## config.mk

```make
export PLATFORM = sky130hd
export DESIGN_NAME = ffa_cell
export DESIGN_NICKNAME = d
export VERILOG_FILES = /design/src/hdl/ffa_pkg.sv /design/src/hdl/ffa_cell.sv
export SDC_FILE = /design/constraint.sdc
export NUM_CORES = 1
export LEC_CHECK = 0
export ABC_AREA = 1
export BUFFER_PORTS_ARGS = -buffer_cell sky130_fd_sc_hd__buf_2
export CAP_MARGIN = 20
export CORE_AREA = 2 2 93 95
export DETAILED_ROUTE_END_ITERATION = 6
export DIE_AREA = 0 0 95 97
export GPL_TIMING_DRIVEN = 0
export MAX_ROUTING_LAYER = met4
export PLACE_DENSITY = 0.66
export SETUP_SLACK_MARGIN = 0.5
export SYNTH_ARGS = -nofsm -noshare
export SYNTH_HDL_FRONTEND = slang
export SYNTH_SLANG_ARGS = --single-unit
```

## constraint.sdc

```tcl
create_clock -name clk -period 7 [get_ports clk]
set_input_delay 0.7 -clock clk [delete_from_list [all_inputs] [get_ports clk]]
set_output_delay 0.7 -clock clk [all_outputs]
set_load 0.01 [all_outputs]
```

## src/hdl/ffa_pkg.sv

```systemverilog
// Shared types and constants for the first-fit resource map allocator.
package ffa_pkg;

  // Fixed field widths of the request and result items.
  localparam int SIZE_W     = 14;
  localparam int ADDR_W     = 19;
  localparam int PAGES_W    = 7;
  localparam int LIVE_W     = 9;
  localparam int PTR_BYTES  = 8;
  localparam int LIVE_MAX   = 511;
  localparam int IN_DATA_W  = 40;
  localparam int OUT_DATA_W = 32;

  // Request kinds carried in tuser.
  typedef enum logic {
    OP_ALLOC = 1'b0,
    OP_FREE  = 1'b1
  } op_t;

  // Result status codes.
  typedef enum logic [1:0] {
    ST_OK         = 2'd0,
    ST_TOO_LARGE  = 2'd1,
    ST_NO_PAGE    = 2'd2,
    ST_TABLE_FULL = 2'd3
  } status_t;

  // Commands broadcast to the segment cells.
  typedef enum logic [2:0] {
    CMD_NONE,
    CMD_UPDATE,
    CMD_DROP,
    CMD_INSERT,
    CMD_APPEND
  } cell_cmd_t;

  typedef struct packed {
    cell_cmd_t cmd;
  } cell_ctl_t;

  // Sequencer states.
  typedef enum logic [3:0] {
    S_IDLE,
    S_SCAN,
    S_HIT,
    S_NEWPG,
    S_FIND,
    S_INSERT,
    S_LREAD,
    S_LUSE,
    S_TRIM_RD,
    S_TRIM_CHK,
    S_DROP,
    S_DONE
  } state_t;

endpackage

```

## src/hdl/ffa_cell.sv

```systemverilog
// One entry of the sorted free-segment chain.
module ffa_cell
  import ffa_pkg::*;
#(
  parameter int IDX    = 0,
  parameter int BASE_W = 19,
  parameter int LEN_W  = 14,
  parameter int CNT_W  = 7
) (
  input  logic              clk,
  input  cell_ctl_t         ctl,
  input  logic [CNT_W-1:0]  sel_idx,
  input  logic [CNT_W-1:0]  count,
  input  logic [BASE_W-1:0] key,
  input  logic [BASE_W-1:0] new_base,
  input  logic [LEN_W-1:0]  new_len,
  input  logic              left_gt,
  input  logic [BASE_W-1:0] left_base,
  input  logic [LEN_W-1:0]  left_len,
  input  logic [BASE_W-1:0] right_base,
  input  logic [LEN_W-1:0]  right_len,
  output logic [BASE_W-1:0] base,
  output logic [LEN_W-1:0]  len,
  output logic              gt
);

  localparam logic [CNT_W-1:0] MY_IDX = CNT_W'(IDX);

  logic valid;

  // A valid entry whose base lies above the insert key.
  assign valid = MY_IDX < count;
  assign gt    = valid && (base > key);

  // Entry update: shift from a neighbor, load new data, or hold.
  always_ff @(posedge clk) begin
    case (ctl.cmd)
      CMD_UPDATE: begin
        if (MY_IDX == sel_idx) begin
          base <= new_base;
          len  <= new_len;
        end
      end
      CMD_DROP: begin
        if (MY_IDX >= sel_idx) begin
          base <= right_base;
          len  <= right_len;
        end
      end
      CMD_INSERT: begin
        if (left_gt) begin
          base <= left_base;
          len  <= left_len;
        end else if (gt || MY_IDX == count) begin
          base <= new_base;
          len  <= new_len;
        end
      end
      CMD_APPEND: begin
        if (MY_IDX == count) begin
          base <= new_base;
          len  <= new_len;
        end
      end
      default: begin
      end
    endcase
  end

endmodule

```

==> metrics list <==
- Post-DR vias/cell: 4.53
- I/O pin count: 171
* Non-filler cells in the finished layout: 603
- Launch point of the worst path: key[10]
- The worst register-to-register path has a depth of 10.
* Area of the multi-input gates: 0.00123 mm²
- The run finished with clean final reports.
- The worst setup path is captured at an output pin.
- At the worst endpoint, the required time is 6300 ps.
- Final-report max-slew violation count: 0
* Post-synthesis instance area: 0.00242 mm²
* Die outline width: 95 µm
* Net count after synthesis: 475
* Total number of vias: 2729
* Fmax achieved: 363 MHz
- The path class of the tightest hold or removal check is input pin to flip-flop.
- Setup total negative slack: 0 ps
- Final nets: 653
- Tmin final: 2750 ps
- FF-to-FF Start: base[8]
- The setup path with the least slack is of type input pin to output pin.
* Cell count after synthesis: 319
- The clock reaches the later pin of the worst-skew pair after 280 ps.
* Count of endpoints failing hold in the final timing report: 0
- Setup violations remaining at the end of the flow were counted as 0.
- Deepest level of the CTS H-tree: 2
- Category of the worst setup path launch point: input pin
* DRC violations left: 0
- DIE HEIGHT: 97 µm
- Hold repair after CTS inserted 0 buffers.
- Sinks on Clock Net: 33
- Number of port buffers: 170
- At the worst endpoint, the arrival time is 2050 ps.
- Warnings from Yosys: 0
- Maximum clock skew at final layout: 4.68 ps
- Number of global-route vias before repair: 2640
* Number of gates given a new drive strength after cts: 0
- Number of antenna repair diodes: 0
- The endpoint identified for the worst register-to-register timing path is base[9].
- Setup repair after global routing left no endpoint under its margin.
- Of the cells placed in the final design, the portion with a size suffix greater than 1 is 39.4%.
- Headroom to the max-slew limit: 58.0%
- Largest fanout on the critical path: 2
* Least setup slack across all paths after layout: 4250 ps
* Worst Hold Launch: right_len[6]
* Filler cell count: 864
* Die footprint: 0.00922 mm²
- In the global route stage, overall resource usage came out at 17.5%.
- After synthesis, the netlist uses 24 different library cells.
- IR analysis of the VDD net gives a maximum drop of 0.0724 mV.
- Tcrit/Tclk final: 39.3%
- The number of clock buffers added by TritonCTS is 5.
- Summing all flip-flop and latch instances after layout gives 991 µm².
- The detail route stage leaves a number of antenna-violating nets equal to 0.
- Number of register bits inferred by synthesis: 33
* Avg Cell Area, Syn: 7.58 µm²
- Routability-driven placement finished with a final weighted congestion of 0.784.
* Worst hold path depth: 3
- Across all register-to-register paths, the minimum setup slack is 4440 ps.
* CTS tree: done
- Wire length of the first global-routing pass: 12200 µm
- Num rows: 33
- Leading cell type in the layout, fill and taps excluded: sky130_fd_sc_hd__buf_2
- The analysis attributes to cell leakage a power of 1.83 nW.
* Placed Instances: 595
* Worst setup timing slack at the placement stage: 4020 ps
* HPWL after DPL: 6480 µm
- Largest net degree at the start of global routing: 19
- Starting DRC count in detailed routing: 47
* Most used cells in the layout excluding fill and tap cells: sky130_fd_sc_hd__buf_2, sky130_fd_sc_hd__nand2_1, sky130_fd_sc_hd__edfxtp_1
- Global route overflow: 0
* Detailed-route wire length per cell: 12.8 µm
- Post-CTS setup repair buffer count: 0
- Endpoint with the worst hold slack: len[6]
- Bufs on Longest Clock Path: 2
- After floorplanning, the core was sized to cover 0.00813 mm².
- Root Driver: sky130_fd_sc_hd__clkbuf_8
- After clock tree synthesis, the clock-pin slew on the worst setup and hold paths is 70 ps.
* Initial antenna violation count: 0
- Max-cap check violation count: 0
- Summed over all layers, the routed wires come to 7690 µm.
* Areal power density over the cells: 147 mW/mm²
* Transition time at the pin with the least slew margin: 629 ps
- Synthesis-to-finish area growth: 45.8%
- Sequential elements use 41.0% of the synthesized area.
- Initial standard-cell utilization of the core: 29.7%
- First-pass detailed-route iteration total: 4
[routing by layer]
| layer | wire length, µm | vias to the layer above | part of all wire (%) | GRT usage (%) |
|---|---|---|---|---|
| li1 | - | 1413 | - | - |
| met1 | 3360 | 1197 | 44 | 22.0 |
| met2 | 3730 | 106 | 48 | 28.8 |
| met3 | 456 | 13 | 5.9 | 2.57 |
| met4 | 149 | 0 | 1.9 | 5.80 |
| met5 | 0 | - | 0 | - |
[state kept, by name (all words and copies together) (netlist names)]
register and count:
base 19, len 14
[critical path: stages]
cell and delay [ps]:
sky130_fd_sc_hd__buf_2 70, sky130_fd_sc_hd__inv_1 30, sky130_fd_sc_hd__ha_1 280, sky130_fd_sc_hd__nand2_1 60, sky130_fd_sc_hd__nor2_1 160, sky130_fd_sc_hd__nand2_1 110
sky130_fd_sc_hd__nor2_1 230, sky130_fd_sc_hd__nor2_1 70, sky130_fd_sc_hd__nand2_1 140, sky130_fd_sc_hd__inv_1 50, sky130_fd_sc_hd__buf_2 130
[how the worst max path moves through the flow]
stage	slack (ps)	endpoint
floorplan	3400	base[0]
global placement	2180	base[10]
detailed placement	4020	base[10]
CTS	4230	gt
global route	4080	gt
finish	4250	gt
[cells in the mapped netlist]
library cell / number / area (µm²)
sky130_fd_sc_hd__a21o_1: 1 / 7.51
sky130_fd_sc_hd__clkbuf_1: 2 / 7.51
sky130_fd_sc_hd__buf_4: 2 / 15.0
sky130_fd_sc_hd__nand2_2: 1 / 6.26
sky130_fd_sc_hd__buf_2: 3 / 15.0
sky130_fd_sc_hd__o21ai_0: 10 / 50.1
sky130_fd_sc_hd__nor2_8: 1 / 20.0
sky130_fd_sc_hd__inv_2: 2 / 7.51
sky130_fd_sc_hd__ha_1: 19 / 238
sky130_fd_sc_hd__buf_6: 4 / 45.0
sky130_fd_sc_hd__nand3_1: 13 / 65.1
sky130_fd_sc_hd__nand4_1: 22 / 138
sky130_fd_sc_hd__nor2_2: 1 / 6.26
sky130_fd_sc_hd__edfxtp_1: 33 / 991
sky130_fd_sc_hd__o21ai_1: 4 / 20.0
sky130_fd_sc_hd__nand2_1: 144 / 541
sky130_fd_sc_hd__nor4_1: 2 / 12.5
sky130_fd_sc_hd__nor3_1: 2 / 10.0
sky130_fd_sc_hd__nand2_4: 1 / 11.3
sky130_fd_sc_hd__nand3_2: 1 / 10.0
sky130_fd_sc_hd__inv_1: 30 / 113
sky130_fd_sc_hd__buf_1: 1 / 3.75
sky130_fd_sc_hd__a21oi_1: 8 / 40.0
sky130_fd_sc_hd__nor2_1: 12 / 45.0
[where the power goes]
part | switching, mW | internal [mW]
Sequential | 0.00581 | 0.235
Clock | 0.0752 | 0.0687
Combinational | 0.0698 | 0.0628
[kinds of logic (layout without fill, tap and decap cells)]
family / after synthesis / count (layout) / synth area share, %
flops: 33 / 33 / 41.0
buf+inv: 44 / 223 / 8.54
simple gates: 200 / 200 / 35.8
fa+ha+maj: 19 / 19 / 9.83
compound gates: 23 / 23 / 4.87
[through the flow]
step                      total power, mW  util [%]  instance area (µm²)  hold slack (ps)
after floorplan                     0.307         -                 2420              892
after global placement              0.374      41.8                 3400              987
after detailed placement            0.380      42.3                 3440              995
after CTS                           0.525      43.3                 3520              692
after global routing                0.551      43.3                 3520              701
final                               0.517      43.3                 3520              702
[layout make-up]
cell class                      count  area share (%)
Multi-Input combinational cell    242            34.9
Sequential cell                    33            28.1
Timing Repair Buffer              171            24.9
Tap cell                          105            3.73
Inverter                           32            3.41
Buffer                             12            2.45
Clock buffer                        5            1.95
Clock inverter                      3           0.497
Power figures use the tool's default switching activity.
